==> src/sv/lebs_pkg.sv <==
`default_nettype none

package lebs_pkg;

    localparam int unsigned DUR_W      = 16;
    localparam int unsigned REP_W      = 4;
    localparam int unsigned CODE_W     = 8;
    localparam int unsigned OP_W       = 3;
    localparam int unsigned CFG_IDX_W  = 2;
    localparam int unsigned CFG_DATA_W = 16;

    // operation codes (s_tuser)
    localparam logic [OP_W-1:0] OP_TICK   = 3'd0;
    localparam logic [OP_W-1:0] OP_ON     = 3'd1;
    localparam logic [OP_W-1:0] OP_OFF    = 3'd2;
    localparam logic [OP_W-1:0] OP_TOGGLE = 3'd3;
    localparam logic [OP_W-1:0] OP_START  = 3'd4;

    // register indexes
    localparam logic [CFG_IDX_W-1:0] CFG_ON_TIME  = 2'd0;
    localparam logic [CFG_IDX_W-1:0] CFG_OFF_TIME = 2'd1;
    localparam logic [CFG_IDX_W-1:0] CFG_GAP_TIME = 2'd2;
    localparam logic [CFG_IDX_W-1:0] CFG_REPEATS  = 2'd3;

    localparam logic [DUR_W-1:0] ON_TIME_RST  = 16'd200;
    localparam logic [DUR_W-1:0] OFF_TIME_RST = 16'd250;
    localparam logic [DUR_W-1:0] GAP_TIME_RST = 16'd1300;
    localparam logic [REP_W-1:0] REPEATS_RST  = 4'd4;

    typedef struct packed {
        logic [DUR_W-1:0] on_ms;
        logic [DUR_W-1:0] off_ms;
        logic [DUR_W-1:0] gap_ms;
        logic [REP_W-1:0] repeats;
    } cfg_t;

    typedef struct packed {
        logic              step;
        logic [OP_W-1:0]   op;
        logic [CODE_W-1:0] code;
    } seq_req_t;

    typedef struct packed {
        logic led;
        logic busy;
    } seq_stat_t;

    typedef enum logic [3:0] {
        PH_IDLE = 4'b0001,
        PH_LIT  = 4'b0010,
        PH_DARK = 4'b0100,
        PH_GAP  = 4'b1000
    } phase_t;

    function automatic logic [DUR_W-1:0] dur_min1(input logic [DUR_W-1:0] v);
        return (v == '0) ? DUR_W'(1) : v;
    endfunction

    function automatic logic [REP_W-1:0] rep_min1(input logic [REP_W-1:0] v);
        return (v == '0) ? REP_W'(1) : v;
    endfunction

endpackage

`default_nettype wire

==> src/sv/lebs_cfg.sv <==
`default_nettype none

module lebs_cfg
    import lebs_pkg::*;
(
    input  wire logic                  clk,
    input  wire logic                  rst_n,
    input  wire logic                  wr_en,
    input  wire logic [CFG_IDX_W-1:0]  wr_index,
    input  wire logic [CFG_DATA_W-1:0] wr_data,
    output cfg_t                       cfg
);

    cfg_t cfg_reg;

    always_ff @(posedge clk or negedge rst_n)
    begin
        if (!rst_n)
        begin
            cfg_reg.on_ms   <= ON_TIME_RST;
            cfg_reg.off_ms  <= OFF_TIME_RST;
            cfg_reg.gap_ms  <= GAP_TIME_RST;
            cfg_reg.repeats <= REPEATS_RST;
        end
        else if (wr_en)
        begin
            case (wr_index)
                CFG_ON_TIME:  cfg_reg.on_ms   <= wr_data[DUR_W-1:0];
                CFG_OFF_TIME: cfg_reg.off_ms  <= wr_data[DUR_W-1:0];
                CFG_GAP_TIME: cfg_reg.gap_ms  <= wr_data[DUR_W-1:0];
                CFG_REPEATS:  cfg_reg.repeats <= wr_data[REP_W-1:0];
                default:      ;
            endcase
        end
    end

    assign cfg = cfg_reg;

endmodule

`default_nettype wire

==> src/sv/lebs_seq.sv <==
`default_nettype none

module lebs_seq
    import lebs_pkg::*;
(
    input  wire logic     clk,
    input  wire logic     rst_n,
    input  wire cfg_t     cfg,
    input  wire seq_req_t req,
    output seq_stat_t     stat
);

    logic              led_reg,          led_next;
    phase_t            phase_reg,        phase_next;
    logic [DUR_W-1:0]  ticks_left_reg,   ticks_left_next;
    logic [CODE_W-1:0] blinks_done_reg,  blinks_done_next;
    logic [CODE_W-1:0] blinks_total_reg, blinks_total_next;
    logic [REP_W-1:0]  groups_done_reg,  groups_done_next;

    logic [CODE_W-1:0] blinks_inc;
    logic [REP_W-1:0]  groups_inc;

    assign blinks_inc = blinks_done_reg + CODE_W'(1);
    assign groups_inc = groups_done_reg + REP_W'(1);

    always_comb
    begin
        led_next          = led_reg;
        phase_next        = phase_reg;
        ticks_left_next   = ticks_left_reg;
        blinks_done_next  = blinks_done_reg;
        blinks_total_next = blinks_total_reg;
        groups_done_next  = groups_done_reg;

        if (req.step)
        begin
            if (req.op inside {OP_ON, OP_OFF, OP_TOGGLE, OP_START})
            begin
                phase_next        = PH_IDLE;
                ticks_left_next   = '0;
                blinks_done_next  = '0;
                blinks_total_next = '0;
                groups_done_next  = '0;
            end

            case (req.op)
                OP_TICK:
                begin
                    if (phase_reg != PH_IDLE)
                    begin
                        if (ticks_left_reg > DUR_W'(1))
                        begin
                            ticks_left_next = ticks_left_reg - DUR_W'(1);
                        end
                        else
                        begin
                            case (phase_reg)
                                PH_LIT:
                                begin
                                    phase_next      = PH_DARK;
                                    led_next        = 1'b0;
                                    ticks_left_next = dur_min1(cfg.off_ms);
                                end
                                PH_DARK:
                                begin
                                    blinks_done_next = blinks_inc;
                                    if (blinks_inc < blinks_total_reg)
                                    begin
                                        phase_next      = PH_LIT;
                                        led_next        = 1'b1;
                                        ticks_left_next = dur_min1(cfg.on_ms);
                                    end
                                    else
                                    begin
                                        phase_next      = PH_GAP;
                                        led_next        = 1'b0;
                                        ticks_left_next = dur_min1(cfg.gap_ms);
                                    end
                                end
                                PH_GAP:
                                begin
                                    groups_done_next = groups_inc;
                                    if (groups_inc < rep_min1(cfg.repeats))
                                    begin
                                        blinks_done_next = '0;
                                        phase_next       = PH_LIT;
                                        led_next         = 1'b1;
                                        ticks_left_next  = dur_min1(cfg.on_ms);
                                    end
                                    else
                                    begin
                                        phase_next        = PH_IDLE;
                                        led_next          = 1'b0;
                                        ticks_left_next   = '0;
                                        blinks_done_next  = '0;
                                        blinks_total_next = '0;
                                        groups_done_next  = '0;
                                    end
                                end
                                default:
                                begin
                                    phase_next = PH_IDLE;
                                end
                            endcase
                        end
                    end
                end
                OP_ON:     led_next = 1'b1;
                OP_OFF:    led_next = 1'b0;
                OP_TOGGLE: led_next = ~led_reg;
                OP_START:
                begin
                    blinks_total_next = (req.code == '0) ? CODE_W'(1) : req.code;
                    phase_next        = PH_LIT;
                    led_next          = 1'b1;
                    ticks_left_next   = dur_min1(cfg.on_ms);
                end
                default: ;
            endcase
        end
    end

    always_ff @(posedge clk or negedge rst_n)
    begin
        if (!rst_n)
        begin
            led_reg          <= 1'b0;
            phase_reg        <= PH_IDLE;
            ticks_left_reg   <= '0;
            blinks_done_reg  <= '0;
            blinks_total_reg <= '0;
            groups_done_reg  <= '0;
        end
        else
        begin
            led_reg          <= led_next;
            phase_reg        <= phase_next;
            ticks_left_reg   <= ticks_left_next;
            blinks_done_reg  <= blinks_done_next;
            blinks_total_reg <= blinks_total_next;
            groups_done_reg  <= groups_done_next;
        end
    end

    // state registers double as the result register
    assign stat.led  = led_reg;
    assign stat.busy = (phase_reg != PH_IDLE);

endmodule

`default_nettype wire

==> src/sv/led_error_blink_sequencer_unit.sv <==
`default_nettype none

// Status LED sequencer with error blink codes. Each input beat is a 1 ms tick or a
// command (on, off, toggle, start error code) and yields exactly one output beat
// with the LED level and a pattern-busy flag after that beat. An error code blinks
// the LED code times (code 0 gives one blink), on_time lit and off_time dark per
// blink, then gap_time dark, and the group repeats group_repeats times before the
// LED ends off; on, off and toggle cancel a running pattern. Each input beat passes
// through one input register, then one state update that also forms the result
// register. Throughput is one beat per clock while the output side keeps taking
// beats. The configuration port is always ready and should be written only while
// no beat is in flight.
module led_error_blink_sequencer_unit
    import lebs_pkg::*;
(
    input  wire logic                  clk,
    input  wire logic                  rst_n,
    input  wire logic                  s_tvalid,
    output wire logic                  s_tready,
    input  wire logic [7:0]            s_tdata,   // [7:0] error_code
    input  wire logic [OP_W-1:0]       s_tuser,   // [2:0] operation
    output wire logic                  m_tvalid,
    input  wire logic                  m_tready,
    output wire logic [7:0]            m_tdata,   // [0] led_level, [7:1] zero
    output wire logic                  m_tuser,   // [0] pattern_busy
    input  wire logic                  cfg_valid,
    output wire logic                  cfg_ready,
    input  wire logic [CFG_IDX_W-1:0]  cfg_index,
    input  wire logic [CFG_DATA_W-1:0] cfg_data
);

    cfg_t      cfg;
    seq_req_t  req;
    seq_stat_t stat;

    logic              in_valid_reg, in_valid_next;
    logic [OP_W-1:0]   in_op_reg;
    logic [CODE_W-1:0] in_code_reg;
    logic              m_valid_reg,  m_valid_next;
    logic              advance;
    logic              s_beat;

    assign cfg_ready = 1'b1;

    lebs_cfg u_cfg (
        .clk      (clk),
        .rst_n    (rst_n),
        .wr_en    (cfg_valid),
        .wr_index (cfg_index),
        .wr_data  (cfg_data),
        .cfg      (cfg)
    );

    assign advance  = in_valid_reg && (!m_valid_reg || m_tready);
    assign s_tready = !in_valid_reg || advance;
    assign s_beat   = s_tvalid && s_tready;

    always_comb
    begin
        in_valid_next = in_valid_reg;
        if (s_beat)
        begin
            in_valid_next = 1'b1;
        end
        else if (advance)
        begin
            in_valid_next = 1'b0;
        end

        m_valid_next = m_valid_reg;
        if (advance)
        begin
            m_valid_next = 1'b1;
        end
        else if (m_tready)
        begin
            m_valid_next = 1'b0;
        end
    end

    always_ff @(posedge clk or negedge rst_n)
    begin
        if (!rst_n)
        begin
            in_valid_reg <= 1'b0;
            m_valid_reg  <= 1'b0;
        end
        else
        begin
            in_valid_reg <= in_valid_next;
            m_valid_reg  <= m_valid_next;
        end
    end

    always_ff @(posedge clk)
    begin
        if (s_beat)
        begin
            in_op_reg   <= s_tuser;
            in_code_reg <= s_tdata[CODE_W-1:0];
        end
    end

    assign req.step = advance;
    assign req.op   = in_op_reg;
    assign req.code = in_code_reg;

    lebs_seq u_seq (
        .clk   (clk),
        .rst_n (rst_n),
        .cfg   (cfg),
        .req   (req),
        .stat  (stat)
    );

    assign m_tvalid = m_valid_reg;
    assign m_tdata  = {7'd0, stat.led};
    assign m_tuser  = stat.busy;

endmodule

`default_nettype wire

==> config.mk <==
export PLATFORM = sky130hd
export DESIGN_NAME = led_error_blink_sequencer_unit
export DESIGN_NICKNAME = d
export VERILOG_FILES = /design/src/sv/lebs_pkg.sv /design/src/sv/lebs_cfg.sv /design/src/sv/lebs_seq.sv /design/src/sv/led_error_blink_sequencer_unit.sv
export SDC_FILE = /design/constraint.sdc
export NUM_CORES = 1
export LEC_CHECK = 0
export BUFFER_PORTS_ARGS = -buffer_cell sky130_fd_sc_hd__buf_2
export CAP_MARGIN = 20
export CORE_AREA = 2 2 123 125
export DETAILED_ROUTE_END_ITERATION = 8
export DIE_AREA = 0 0 125 127
export GPL_TIMING_DRIVEN = 1
export HOLD_SLACK_MARGIN = 0.1
export SLEW_MARGIN = 25
export SYNTH_ARGS = -nofsm -noshare
export SYNTH_HDL_FRONTEND = slang
export SYNTH_SLANG_ARGS = --single-unit
==> constraint.sdc <==
create_clock -name clk -period 3.2 [get_ports clk]
set_input_delay 0.16 -clock clk [delete_from_list [all_inputs] [get_ports clk]]
set_output_delay 0.16 -clock clk [all_outputs]
set_load 0.01 [all_outputs]
# Yosys cells after proc, flatten, opt, wreduce, memory -nomap -nowiden
# Index checks and enable logic that the tools add are counted.
[word_totals] ff_bits=106 output_inout_bits=12 elab_cells=104
[classes] n_addsub=3 order_cmp=3 n_eq_ne=14 muxes=46 bitwise_logic=1 reduce_logical=23
[ops] op="2-to-1 mux 16 bit" count=8
[ops] op="2-to-1 mux 8 bit" count=10
[ops] op="zero test 16 bit" count=3
[ops] op="one-hot mux 16 bit (3 select lines)" count=1
[ops] op="2-to-1 mux 4 bit" count=11
[ops] op="one-hot mux 16 bit (2 select lines)" count=1
[ops] op="one-hot mux 8 bit (2 select lines)" count=2
[ops] op="> comparator 16 x 1 -> 1 bit, second input constant" count=1
[ops] op="subtractor 16 x 1 -> 16 bit, second input constant" count=1
[ops] op="one-hot mux 4 bit (3 select lines)" count=1
[ops] op="adder 8 x 1 -> 8 bit, second input constant" count=1
[ops] op="zero test 8 bit" count=1
[ops] op="less-than comparator 8 bit" count=1
[ops] op="2-to-1 mux 1 bit" count=8
[ops] op="one-hot mux 4 bit (2 select lines)" count=1
[ops] op="AND reduction 2 bit" count=4
[ops] op="nonzero test 4 bit" count=2
[ops] op="== test 3 x 2 -> 1 bit, second input constant" count=2
[ops] op="AND reduction 5 bit" count=1
[ops] op="adder 4 x 1 -> 4 bit, second input constant" count=1
[ops] op="== test 2 bit, second input constant" count=2
[ops] op="== test 4 x 2 -> 1 bit, second input constant" count=1
[ops] op="== test 4 x 3 -> 1 bit, second input constant" count=1
[ops] op="== test 4 bit, second input constant" count=1
[ops] op="19 further kinds" count=24

# Longest topological paths before layout
# Gate-level depths: netlist (run 1).
[depth] word_depth=8 mapped_depth=13

# By module
# Synthesis (run 1) repeated with hierarchy kept, for this count alone.
[hier_totals] hier_cells=606 area_unflattened_um2=6274.8
[modules_own_cells] mod="lebs_seq" instances=1 cells_per_inst=466 area_each_um2=3789.9 seq_area_each_um2=1027.2
[modules_own_cells] mod="lebs_cfg" instances=1 cells_per_inst=111 area_each_um2=1983.2 seq_area_each_um2=1318.8
[modules_own_cells] mod="led_error_blink_sequencer_unit" instances=1 cells_per_inst=29 area_each_um2=501.7 seq_area_each_um2=380.4

# Worst setup path after synthesis (run 1)
# No wires, ideal clock.
[synth_timing] kind="register -> register" from="reg u_seq.blinks_done_reg[0]" to="reg u_seq.ticks_left_reg[12]" setup_time_ns=0.126 t_arrival_ns=2.826 t_required_ns=3.074 path_slack_ns=0.248 stages_incl_launch_ff=14 n_path_buf=2 period_less_slack_ns=2.952 cell_sequence="dfrtp_1 > and3_1 > and3_1 > and3_1 > xor2_1 > ha_1 > and4_1 > and2_1 > a22o_1 > buf_2 > buf_2 > a221oi_1 > nor3_1 > a221o_1"
[synth_via] elab_chain_len=7
[synth_rtl] item="start, declared" line="lebs_seq.sv:16" source="logic [CODE_W-1:0] blinks_done_reg, blinks_done_next;"
[synth_rtl] item="start signal, assigned" line="lebs_seq.sv:139" source="blinks_done_reg <= blinks_done_next;"
[synth_rtl] item="adder 8 x 1 -> 8 bit" line="lebs_seq.sv:23" source="assign blinks_inc = blinks_done_reg + CODE_W'(1);"
[synth_rtl] item="less-than comparator 8 bit" line="lebs_seq.sv:67" source="if (blinks_inc < blinks_total_reg)"
[synth_rtl] item="2-to-1 mux 16 bit" line="lebs_seq.sv:67"
[synth_rtl] item="one-hot mux 16 bit (3 select lines)" line="lebs_seq.sv:57" source="case (phase_reg)"
[synth_rtl] item="2-to-1 mux 16 bit" line="lebs_seq.sv:51" source="if (ticks_left_reg > DUR_W'(1))"
[synth_rtl] item="2-to-1 mux 16 bit" line="lebs_seq.sv:49" source="if (phase_reg != PH_IDLE)"
[synth_rtl] item="one-hot mux 16 bit (2 select lines)" line="lebs_seq.sv:46" source="case (req.op)"
[synth_rtl] item="end signal, assigned" line="lebs_seq.sv:138" source="ticks_left_reg <= ticks_left_next;"
[synth_rtl] item="end, declared" line="lebs_seq.sv:15" source="logic [DUR_W-1:0] ticks_left_reg, ticks_left_next;"
# No other way between the ends.
# A chain may end at the register's enable or synchronous reset.

# Final worst setup path (run 1)
[layout_timing] from="reg u_seq.blinks_done_reg[0]" to="reg u_seq.ticks_left_reg[9]"
# The elaborated chain is that of the path after synthesis.

==> results of run 1 <==
## cell type report
| type | count | area [um^2] | area share [%] |
|---|---|---|---|
| multi-input combinational | 359 | 2780 | 41.4 |
| sequential | 106 | 2730 | 40.6 |
| timing repair buffer | 78 | 584 | 8.71 |
| tap | 184 | 230 | 3.43 |
| clock buffer | 9 | 225 | 3.36 |
| clock inverter | 7 | 106 | 1.59 |
| inverter | 16 | 60.1 | 0.895 |
## worst paths after layout
check                                          start                         to  slack, ns  depth (start not counted)
max in group asynchronous                      rst_n              u_cfg.cfg[14]       2.08                          3
min                                         m_tready                   m_tvalid       0.25                          3
max reg2reg                 u_seq.blinks_done_reg[0]    u_seq.ticks_left_reg[9]       0.16                         12
min reg2reg                u_seq.blinks_total_reg[0]  u_seq.blinks_total_reg[0]       0.50                          1
min in group asynchronous                      rst_n  u_seq.blinks_total_reg[2]       0.35                          2
max                         u_seq.blinks_done_reg[0]    u_seq.ticks_left_reg[9]       0.16                         12
## cell usage after synthesis (all sizes together), types with 3 or more instances
cell type	count
xnor2	8
a22oi	6
buf	20
dfstp	15
inv	16
a22o	13
nand3	9
nor2	19
or4	5
nand4	3
nor4	15
or3	5
edfxtp	11
o31ai	6
nor3	16
xor2	9
ha	14
and2	4
o211ai	4
nand2	20
and3	7
dfrtp	80
clkbuf	12
a32o	5
nor4b	3
or2	4
a221o	16
a21oi	19
nand2b	3
a221oi	11
or4b	3
a31oi	4
mux2	55
o21ai	36
## layer usage
| layer | part of all wire (%) | vias up |
|---|---|---|
| li1 | - | 2081 |
| met1 | 45 | 2190 |
| met2 | 48 | 137 |
| met3 | 4.9 | 21 |
| met4 | 1.8 | 0 |
| met5 | 0 | - |
## repair_timing
| action | CTS | global route |
|---|---|---|
| hold endpoints to repair | 124 | 0 |
| setup endpoints to repair | 0 | 4 |
| hold buffers | 29 | 0 |
| resized for setup | 0 | 3 |
## per-stage QoR
step	instances	setup WS [ns]	utilization [%]	TNS [ns]	power, mW
finish	759	0.159	46.5	0	4.60
global route	759	-0.00963	46.5	-0.00963	4.88
CTS	759	0.0991	46.3	0	4.61
detailed placement	714	0.134	42.0	0	3.33
global placement	714	0.220	42.0	0	3.30
floorplan	513	0.248	-	0	2.94
## logic make-up after synthesis
| group | synth area share [%] |
|---|---|
| AND/OR/NAND/NOR | 12.6 |
| AO/OA/AOI/OAI | 18.4 |
| buffers and inverters | 4.18 |
| multiplexers | 11.1 |
| XOR/XNOR | 2.62 |
| other | 0.132 |
| adder cells (fa/ha/maj) | 3.08 |
| flip-flops | 47.9 |
## where the power goes
part	leakage (nW)	total, mW	internal [mW]	switching [mW]
Sequential	1.27	1.91	1.62	0.288
Combinational	1.41	1.46	0.645	0.814
Clock	0.163	1.23	0.701	0.529
Total	2.85	4.60	2.97	1.63
## critical path: stages, from the launching register on
cell and delay, ns:
sky130_fd_sc_hd__dfrtp_1 0.43, sky130_fd_sc_hd__and3_1 0.21, sky130_fd_sc_hd__and3_1 0.19, sky130_fd_sc_hd__and3_1 0.19
sky130_fd_sc_hd__xor2_1 0.16, sky130_fd_sc_hd__ha_1 0.32, sky130_fd_sc_hd__and4_1 0.22, sky130_fd_sc_hd__and2_1 0.15
sky130_fd_sc_hd__a22o_1 0.23, sky130_fd_sc_hd__buf_12 0.16, sky130_fd_sc_hd__a221oi_2 0.27, sky130_fd_sc_hd__a221oi_1 0.11
sky130_fd_sc_hd__a221o_1 0.28
==> flow_results.org, run 1 <==
** Detailed routing
- Post-detailed-route wirelength per cell :: 18.2 um
- Summed over all layers, the routed wires come to approximately 14 mm.
- Per-cell via count in the routed design :: 5.84
- In this run, the number of DRC markers left after iteration 0 of detailed routing was around 360.
- The detailed router placed ~4400 vias in this run.
- For this run, the detailed router's first-pass iteration total came to 4.
- Number of nets still failing antenna checks after routing :: 0
- For this run, design rule violations remaining after detail routing come to 0.

** Worst hold path
- In this run the worst hold path is classified as primary input to flip-flop.

** Finish
- Layout cell share with drive strength beyond 1 :: around a quarter
- Max reg flops :: between 50 and 60
- Antenna fix cells :: 0
- Leaving out fill and tap cells, the most frequent cell in the layout is sky130_fd_sc_hd__dfrtp_1.
- # nets final :: a little over 600
- Count of fill cells added during filler insertion :: around 1300
- Area growth, synth to finish :: 17.8%
- Layout Cell Area excl Fill :: about 6700 um^2
- Commonest non-fill, non-tap cells in the layout :: sky130_fd_sc_hd__dfrtp_1 (80), sky130_fd_sc_hd__mux2_2 (55), sky130_fd_sc_hd__buf_2 (36), sky130_fd_sc_hd__o21ai_0 (32), sky130_fd_sc_hd__dlygate4sd3_1 (29)

** Setup path
- Element type at the critical path end :: flip-flop
- At the worst endpoint, the required time is around 3.4 ns.
- Type of the worst setup path :: flip-flop to flip-flop
- Largest fanout on the critical path :: 17
- For the worst setup path, the data arrival time is 3.28 ns.
- Startpoint types :: flip-flop

** Synthesis
- The synthesized design contains 11 enable-type register cells.
- Number of cells produced by synthesis :: just over 500
- The synthesized design contains 106 register bits.
- Of the post-synthesis cell area, the dominant cell type holds between 30% and 40%.
- After synthesis, flip-flops and latches occupy about 48% of the total area.
- After synthesis, the mean cell area works out to about 11 um^2.
- Sorting the synthesized cells by area gives the leading types as sky130_fd_sc_hd__dfrtp_1 (35%), sky130_fd_sc_hd__mux2_2 (11%), sky130_fd_sc_hd__dfstp_2 (6.9%).
- Cell Area, Synth :: 5690 um^2
- Number of different library cells in the post-synthesis netlist :: just under 70
- Top_reg_cell synth :: sky130_fd_sc_hd__dfrtp_1
- For this run, the number of Yosys warnings is 0.
- Share of flip-flops with an asynchronous set or reset after synthesis :: roughly nine tenths
- Dominant cell type by area after synthesis :: sky130_fd_sc_hd__dfrtp_1

** Floorplanning
- The initialized floorplan defines 44 standard-cell rows.
- During I/O placement, the number of pins put on the boundary was 46.
- DIE AREA :: roughly 16000 um^2
- Starting density of the core :: 39.5%
- The floorplan step set the die height to between 100 and 150 um.
- The die is approximately 130 um wide.
- Core Area :: ~14000 um^2

** Clock tree
- Sinks on Clock Net :: around 110
- The clock reaches the later pin of the worst-skew pair after 0.36 ns.
- TritonCTS clock tree :: yes
- Number of buffers created by CTS :: 9
- Counting along the longest clock path gives a buffer depth of 2.
- CTS placed an instance of sky130_fd_sc_hd__clkbuf_16 at the clock tree root.
- Once the clock tree was built, the setup fixing pass inserted 0 buffers.
- Clock transition at path regs :: 0.07 ns
- Clock H-tree levels :: 3

** STA
- Final count of pins violating max slew :: 0
- Clk_skew :: 0.0114 ns
- Setup repair after global routing missed its margin :: yes
- At the pin with the least slew margin, the transition time is a little over 0.9 ns.
- Number of setup violations in the final report :: 0
- Based on the critical path, the design can be clocked at up to between 300 and 400 MHz.
- Final critical delay including setup and external delays :: 3.04 ns
- Hold is met by 0.252 ns.
- Measured against its own limit, the worst slew margin works out to 37.5%.
- The final critical path takes up 95.0% of the cycle.
- The number of hold violations in the final report is 0.

** Global route
- The number of global-route vias before repair is 4411.
- Number of antenna violations at the first check in global routing :: 0
- Pin count of the biggest net entering global routing :: 80
- The first global-routing pass estimated around 23 mm of wire.
- Global Route met1 Usage :: around 25%
- GR Util All Layers :: 18.5%
- Global routing consumed, on the met2 layer, between 20 and 30% of the routing resources.
- In the global route stage, met3 resource usage came out at under 10%.
- Global routing's busiest layer :: met2
- For this run the aggregate overflow at the end of global routing stands at 0.

** Power and ir drop
- Power per Cell Area :: around 690 nW/um^2
- P_leak :: 2.85 nW
- The worst-case IR drop observed on VDD is around 0.35 mV.

** Run status
- Outcome :: completed

** Place
- The count of buffers added on input and output ports is 37.
- The HPWL after detailed placement is a little under 10 mm.
- The placed instances occupy a cell area of 6060 um^2.
- Placer Congestion :: slightly above 0.9

** Flow run
- Max-cap violations :: 0
No activity file was read; power rests on OpenSTA's default activity.
==> inputs of run 2 (changes only) <==
--- a/config.mk
+++ b/config.mk
@@ -5,13 +5,13 @@
 export SDC_FILE = /design/constraint.sdc
 export NUM_CORES = 1
 export LEC_CHECK = 0
-export BUFFER_PORTS_ARGS = -buffer_cell sky130_fd_sc_hd__buf_2
 export CAP_MARGIN = 20
 export CORE_AREA = 2 2 123 125
 export DETAILED_ROUTE_END_ITERATION = 8
 export DIE_AREA = 0 0 125 127
-export GPL_TIMING_DRIVEN = 1
+export DONT_BUFFER_PORTS = 1
 export HOLD_SLACK_MARGIN = 0.1
+export RECOVER_POWER = 25
 export SLEW_MARGIN = 25
 export SYNTH_ARGS = -nofsm -noshare
 export SYNTH_HDL_FRONTEND = slang
==> flow_results.org, run 2 (synthesis results as in run 1) <==
** Power and ir drop
- Share of total power in combinational logic :: 32.1% (+0.4 points)
- Clock group share of total power :: 24.9% (-1.8 points)
- Net switching power :: 1.62 mW (-0.78%)
- The internal power of the cells was 2.84 mW (-4.4%).
- P_leak :: 2.69 nW (-5.5%)
- The relative contribution of sequential cells to total power came to 43.0% (+1.5 points).
- Power per Cell Area :: 684 nW/um^2 (-0.20%)
- The proportion of total power due to net switching is 36.3% (+0.87 points).
- VDD IR-drop max :: 0.465 mV (+33%)

** Finish
- Layout Cell Area excl Fill :: 6510 um^2 (-2.9%)
- The library cell used most frequently in the layout, excluding fill and tap cells, is sky130_fd_sc_hd__dfrtp_1.
- The proportion of layout cells with a drive suffix above 1 is 21.7% (-4.9 points).
- The utilization of the core after routing came to 45.1% (-1.4 points).
- The net count of the finished layout came to 581 (-6.0%).
- Max reg flops :: 52 (unchanged)
- The antenna diode count came to 0 (unchanged).
- In the layout the commonest cells are sky130_fd_sc_hd__dfrtp_1 (80), sky130_fd_sc_hd__mux2_2 (55), sky130_fd_sc_hd__o21ai_0 (31), sky130_fd_sc_hd__dlygate4sd3_1 (29), sky130_fd_sc_hd__nand2_1 (20).
- Relative to the synthesized area, the layout overhead comes to 14.4%.

** Setup path
- The cell depth of the worst flop-to-flop path is 12 (unchanged).
- Traced cell by cell, the critical path runs through and3_1 > and3_1 > and3_1 > xor2_2 > ha_4 > and4_1 > and2_4 > a22o_4 > buf_4 > a221oi_1 > nor3_1 > a221o_1.
- Startpoint types :: flip-flop
- CP arrival :: 3.30 ns (+0.02 ns)
- Largest fanout on the critical path :: 7 (-10)
- Crit Reg-Reg Endpoint :: u_seq.ticks_left_reg[12]
- Type of the worst setup path :: flip-flop to flip-flop
- The worst register-to-register path begins at u_seq.blinks_done_reg[0].
- Cell at the slowest stage of the critical path :: sky130_fd_sc_hd__dfrtp_1
- Max incr delay on CP :: 0.43 ns (about the same)
- The number of buffers and inverters on the critical path is 1 (unchanged).
- Family of cells with the greatest summed delay on the critical path :: simple AND/OR/NAND/NOR gates
- The register-to-register setup slack was 0.13 ns (-0.03 ns).
- The data required time at the worst endpoint was 3.43 ns (about the same).
- The cell that appears most often on the critical path is sky130_fd_sc_hd__and3_1.
- STA classifies the critical path endpoint as a flip-flop.

** STA
- Number of setup violations in the final report :: 0 (unchanged)
- Setup repair after global routing left no endpoint under its margin.
- The clock period minus final worst setup slack came to 3.07 ns (+0.0296 ns).
- The fraction of the cycle the final worst path needs is 95.9% (+0.93 points).
- Worst Tran Pin Value :: 2.32 ns (+1.39 ns)
- Post-route worst setup slack :: 0.130 ns (-0.0296 ns)
- The largest clock skew in the final design was 0.0124 ns (+0.000971 ns).
- The peak clock frequency supported by timing is 326 MHz (-0.96%).
- The max-slew violation count was 96 (+96).
- Slew HR :: -54.7% (-92 points)
- Total count of hold-check failures in the final report :: 0 (unchanged)

** Detailed routing
- The post-detailed-route count of antenna-violating nets came to 0 (unchanged).
- The number of detailed-routing iterations run before antenna repair came to 5 (+1).
- Post-detailed-route wirelength per cell :: 19.6 um (+7.3%)
- The post-detailed-routing wire length is 14.1 mm (+2.1%).
- Overall via count from detail_route :: 4366 (-1.4%)
- Per-cell via count in the routed design :: 6.05 (+3.6%)
- Initial DRC Count :: 360 (-0.83%)
- The DRC violation count after routing is 0 (unchanged).

** Place
- Post-place instance area :: 5840 um^2 (-3.7%)
- Number of port buffers :: 0 (-100%)
- The post-DP HPWL is 9.71 mm (-0.72%).
- Worst slack at placement :: -0.0306 ns (-0.164 ns)
- Placer Congestion :: 0.891 (-3.5%)

** Global route
- The number of global-route vias before repair was 4378 (-0.75%).
- GR Util All Layers :: 17.8% (-0.71 points)
- Pin count of the biggest net entering global routing :: 96 (+20%)
- The global-route wire length before repair was 22.6 mm (-3.1%).
- Number of antenna violations at the first check in global routing :: 0 (unchanged)
- Total congestion overflow :: 0 (unchanged)

** Worst hold path
- The path with the worst hold slack has its endpoint at m_tvalid.
- Tightest Hold Check Type :: primary input to flip-flop
- Launch point of the worst hold path :: m_tready
- The number of stages on the worst hold path came to 2 (-1).

** Floorplanning
- Chip Width :: 125 um (unchanged)
- The core outline area is 14400 um^2 (unchanged).
- Num rows :: 44 (unchanged)
- The starting utilization of the core area is 39.5% (unchanged).
- The y dimension of the die was 127 um (unchanged).
- The die footprint came to 15900 um^2 (unchanged).
- The number of I/O pins came to 46 (unchanged).

** Clock tree
- Clock transition at path regs :: 0.07 ns (about the same)
- The number of clock sinks came to 106 (unchanged).
- The clock network latency to the later pin of the worst-skew pair was 0.36 ns (about the same).
- TritonCTS clock tree :: yes
- Number of buffers created by CTS :: 9 (unchanged)
- Clock buffer depth :: 2 (unchanged)
- Clock H-tree levels :: 3 (unchanged)
- The tree is rooted in a sky130_fd_sc_hd__clkbuf_16.

** Run status
- Outcome :: complete, but fails checks
- The checks that failed: max-capacitance violations, max-slew violations.

** Flow run
- The max-capacitance violation count came to 1 (+1).
run 2: worst max-delay path by stage:
| stage | from | end | slack (ns) | cells after the start |
|---|---|---|---|---|
| after floorplan | u_seq.blinks_done_reg[0] | u_seq.ticks_left_reg[12] | 0.25 | 13 |
| after global placement | u_seq.blinks_done_reg[0] | u_seq.ticks_left_reg[15] | 0.04 | 12 |
| after detailed placement | u_seq.blinks_done_reg[0] | u_seq.ticks_left_reg[12] | -0.03 | 12 |
| after CTS | u_seq.blinks_done_reg[0] | u_seq.ticks_left_reg[12] | 0.05 | 12 |
| after global routing | u_seq.blinks_done_reg[0] | u_seq.ticks_left_reg[12] | 0.005 | 12 |
| final | u_seq.blinks_done_reg[0] | u_seq.ticks_left_reg[12] | 0.13 | 12 |
run 2: stage by stage:
step / std cells / hold slack [ns] / total power, mW / TNS, ns
2_1_floorplan: 513 / -0.136 / 2.94 / 0
3_3_place_gp: 674 / -0.133 / 3.24 / 0
3_5_place_dp: 674 / -0.133 / 3.27 / -0.0306
4_1_cts: 720 / 0.144 / 4.45 / 0
5_1_grt: 722 / 0.181 / 4.71 / 0
6_report: 722 / 0.144 / 4.45 / 0
run 2: repair_timing:
action	in CTS	in global routing
buffers inserted	0	1
gates cloned	0	1
resized for setup	1	11
endpoints found under the setup margin	3	12
pin swaps	0	2
hold buffers	30	0
endpoints found under the hold margin	159	0
run 2: area by class of cell:
cell class	instances	area [um^2]
Inverter	16	60.1
Timing Repair Buffer	40	370
Clock buffer	11	254
Multi-Input combinational cell	360	2820
Sequential cell	106	2730
Clock inverter	5	45.0
Fill cell	1354	7910
Tap cell	184	230
run 2: worst register-to-register path, cell delays in order (launching register included):
cell and delay, ns:
sky130_fd_sc_hd__dfrtp_1 0.43, sky130_fd_sc_hd__and3_1 0.21, sky130_fd_sc_hd__and3_1 0.19, sky130_fd_sc_hd__and3_1 0.20
sky130_fd_sc_hd__xor2_2 0.19, sky130_fd_sc_hd__ha_4 0.24, sky130_fd_sc_hd__and4_1 0.22, sky130_fd_sc_hd__and2_4 0.18
sky130_fd_sc_hd__a22o_4 0.27, sky130_fd_sc_hd__buf_4 0.16, sky130_fd_sc_hd__a221oi_1 0.29, sky130_fd_sc_hd__nor3_1 0.08
sky130_fd_sc_hd__a221o_1 0.27
run 2: power groups by stage:
stage	Sequential [mW]	Clock (mW)	Combinational [mW]
after CTS	1.91	1.14	1.41
after detailed placement	1.93	0	1.34
final	1.92	1.11	1.43
after global routing	1.95	1.19	1.57
after floorplan	1.80	0	1.14
after global placement	1.92	0	1.32
run 2: routing by layer:
layer | vias to the layer above | track usage, % | wire (um)
li1 | 1995 | - | -
met1 | 2179 | 22.3 | 6070
met2 | 171 | 30.7 | 6900
met3 | 21 | 3.48 | 868
met4 | 0 | 6.34 | 283
met5 | - | 0 | 0
==> inputs of run 3 (changes only) <==
--- a/config.mk
+++ b/config.mk
@@ -6,11 +6,11 @@
 export NUM_CORES = 1
 export LEC_CHECK = 0
 export CAP_MARGIN = 20
-export CORE_AREA = 2 2 123 125
+export CORE_AREA = 2 2 103 105
 export DETAILED_ROUTE_END_ITERATION = 8
-export DIE_AREA = 0 0 125 127
+export DIE_AREA = 0 0 105 107
 export DONT_BUFFER_PORTS = 1
-export HOLD_SLACK_MARGIN = 0.1
+export PLACE_DENSITY = 0.72
 export RECOVER_POWER = 25
 export SLEW_MARGIN = 25
 export SYNTH_ARGS = -nofsm -noshare
==> flow_results.org, run 3 (synthesis results as in run 1) <==
** Detailed routing
- The number of detailed-routing iterations run before antenna repair is 5 (unchanged).
- The post-detailed-routing wire length came to 13.3 mm (-5.6%).
- Post-route DRC violation count :: 0 (unchanged)
- The routed length per placed instance came to 19.8 um (+1.4%).
- The post-detailed-route via-to-cell ratio came to 6.50 (+7.4%).
- Initial DRC Count :: 409 (+14%)
- The post-detailed-route count of antenna-violating nets is 0 (unchanged).
- The total number of vias is 4365 (-0.023%).

** Floorplanning
- The overall die width came to 105 um (-16%).
- The core outline area is 10100 um^2 (-30%).
- The starting utilization of the core area was 56.4% (+17 points).
- IO Pins :: 46 (unchanged)
- Num rows :: 37 (-16%)
- Vertical die dimension :: 107 um (-16%)
- DIE AREA :: 11200 um^2 (-29%)

** Global route
- Total congestion overflow :: 0 (unchanged)
- The maximum number of pins on one net before global-route repair is 96 (unchanged).
- Vias in the first global route :: 4256 (-2.8%)
- The initial antenna violation count was 0 (unchanged).
- The global-route wire length before repair came to 21.9 mm (-2.9%).
- GR Util All Layers :: 25.1% (+7.3 points)

** Clock tree
- Number of buffers created by CTS :: 9 (unchanged)
- The number of H-tree branching levels is 3 (unchanged).
- The clock network latency to the later pin of the worst-skew pair is 0.39 ns (+0.03 ns).
- The number of clock sinks is 106 (unchanged).
- TritonCTS built the clock tree.
- Clock transition at path regs :: 0.10 ns (+0.03 ns)
- Clock tree synthesis selected as its root buffer the cell sky130_fd_sc_hd__clkbuf_8.
- Setup fix buffers added after clock tree synthesis :: 0 (unchanged)
- The deepest clock path buffer count was 2 (unchanged).

** Place
- The worst setup slack after placement was 0.121 ns (+0.152 ns).
- The number of buffers inserted by port buffering came to 0 (unchanged).
- Placer Congestion :: 0.933 (+4.8%)
- The post-DP HPWL was 9.26 mm (-4.7%).
- The placed cell area is 5780 um^2 (-1.0%).
- Count of placed standard cells including taps :: 626 (-7.1%)

** STA
- The remaining max-slew budget at the tightest pin is -53.4% (+1.2 points).
- Setup repair after global routing left no endpoint under its margin.
- Total count of hold-check failures in the final report :: 0 (unchanged)
- Final critical delay including setup and external delays :: 3.04 ns (-0.0280 ns)
- The peak clock frequency supported by timing was 329 MHz (+0.92%).
- Portion of the clock cycle consumed by the worst path in the final layout :: 95.1% (-0.87 points)
- The worst hold slack across all endpoints came to 0.117 ns (-0.0264 ns).
- Worst Tran Pin Value :: 2.30 ns (-0.0187 ns)
- The max-slew violation count was 96 (unchanged).
- The largest clock skew in the final design is 0.0120 ns (-0.000359 ns).
- Final TNS setup :: 0 ns (unchanged)
- The final worst setup slack came to 0.158 ns (+0.0280 ns).
- Number of setup violations in the final report :: 0 (unchanged)

** Setup path
- Cell at the slowest stage of the critical path :: sky130_fd_sc_hd__dfrtp_1
- Required time of the critical path :: 3.49 ns (+0.06 ns)
- Element type at the critical path end :: flip-flop
- Critical path buffer and inverter count :: 1 (unchanged)
- Broken down by cell family, the worst path's largest delay share belongs to simple AND/OR/NAND/NOR gates.
- STA classifies the critical path startpoint as a flip-flop.
- The worst setup path is of the flip-flop to flip-flop kind.
- The worst endpoint data arrival time was 3.33 ns (+0.03 ns).
- Cell chain of the critical path :: and3_1 > and3_1 > and3_1 > xor2_1 > ha_1 > and4_1 > and2_1 > a22o_1 > buf_6 > a221oi_2 > a221oi_1 > a221o_1
- The delay of the slowest critical-path stage came to 0.43 ns (about the same).
- CP most frequent cell :: sky130_fd_sc_hd__and3_1
- Largest fanout on the critical path :: 17 (+10)

** Finish
- Max reg flops :: 52 (unchanged)
- The library cell used most frequently in the layout, excluding fill and tap cells, is sky130_fd_sc_hd__dfrtp_1.
- The number of fill cells was 833 (-38%).
- Total area of sequential cells :: 2730 um^2 (unchanged)
- Utilization after layout :: 62.5% (+17 points)
- Commonest non-fill, non-tap cells in the layout :: sky130_fd_sc_hd__dfrtp_1 (80), sky130_fd_sc_hd__mux2_2 (55), sky130_fd_sc_hd__o21ai_0 (32), sky130_fd_sc_hd__dlygate4sd3_1 (29), sky130_fd_sc_hd__nand2_1 (20)
- Layout cell share with drive strength beyond 1 :: 21.5% (-0.29 points)
- Compared with the post-synthesis result, the final layout area differs by 10.7%.
- Layout Cell Area excl Fill :: 6300 um^2 (-3.2%)
- Area used by multi-input combinational logic :: 2780 um^2 (-1.6%)
- The non-filler instance count after layout came to 672 (-6.9%).
- The antenna diode count is 0 (unchanged).
- The net count of the finished layout was 579 (-0.34%).

** Run status
- Outcome :: complete, but fails checks
- Violations in the final reports :: max-capacitance violations, max-slew violations

** Flow run
- Max-cap violations :: 1 (unchanged)

** Power and ir drop
- VDD IR-drop max :: 0.462 mV (-0.83%)
- The total power density per cell area came to 663 nW/um^2 (-3.1%).
- The total chip power was 4.18 mW (-6.2%).
- P_leak :: 2.63 nW (-2.4%)

** Worst hold path
- Tightest Hold Check Type :: primary input to flip-flop
-- run 3: per-layer routing --
layer  track usage (%)  part of all wire [%]  wire [um]  up-vias
li1                  -                     -          -     1986
met1              32.8                    42       5620     2165
met2              40.8                    49       6510      175
met3              4.98                   6.0        800       39
met4              10.7                   2.9        391        0
met5                 0                     0          0        -
-- run 3: worst paths after layout --
| path | startpoint | slack, ns | cells after the start | to |
|---|---|---|---|---|
| worst max-delay path | u_seq.blinks_done_reg[0] | 0.16 | 12 | u_seq.ticks_left_reg[5] |
| worst min register to register | u_seq.blinks_total_reg[0] | 0.51 | 1 | u_seq.blinks_total_reg[0] |
| worst min-delay path | cfg_index[1] | 0.12 | 2 | u_cfg.cfg[3] |
| max in group asynchronous | rst_n | 0.84 | 2 | u_seq.groups_done_reg[1] |
| min in group asynchronous | rst_n | 0.97 | 2 | u_seq.groups_done_reg[2] |
| worst max register to register | u_seq.blinks_done_reg[0] | 0.16 | 12 | u_seq.ticks_left_reg[5] |
-- run 3: layout make-up --
type	instances	share of cell area, %
clock inverters	3	0.337
multi-input cells	359	44.1
flip-flops and latches	106	43.3
repair buffers	39	5.82
well taps	136	2.70
clock buffers	13	2.84
inverters	16	0.953
-- run 3: worst reg2reg max path, stage by stage, from the launching register on --
cell and delay, ns:
sky130_fd_sc_hd__dfrtp_1 0.43, sky130_fd_sc_hd__and3_1 0.21, sky130_fd_sc_hd__and3_1 0.19, sky130_fd_sc_hd__and3_1 0.19
sky130_fd_sc_hd__xor2_1 0.16, sky130_fd_sc_hd__ha_1 0.32, sky130_fd_sc_hd__and4_1 0.22, sky130_fd_sc_hd__and2_1 0.15
sky130_fd_sc_hd__a22o_1 0.20, sky130_fd_sc_hd__buf_6 0.17, sky130_fd_sc_hd__a221oi_2 0.29, sky130_fd_sc_hd__a221oi_1 0.11
sky130_fd_sc_hd__a221o_1 0.28
-- run 3: timing repair --
action / in CTS / in global routing
hold buffers: 30 / 0
hold endpoints to repair: 159 / 0
setup endpoints to repair: 0 / 8
gates resized for setup: 0 / 6
-- run 3: report_power, final --
group / switching, mW / leakage (nW) / total, mW / internal (mW)
combinational: 0.821 / 1.25 / 1.45 / 0.629
clock: 0.453 / 0.102 / 0.821 / 0.368
sequential: 0.287 / 1.27 / 1.91 / 1.62
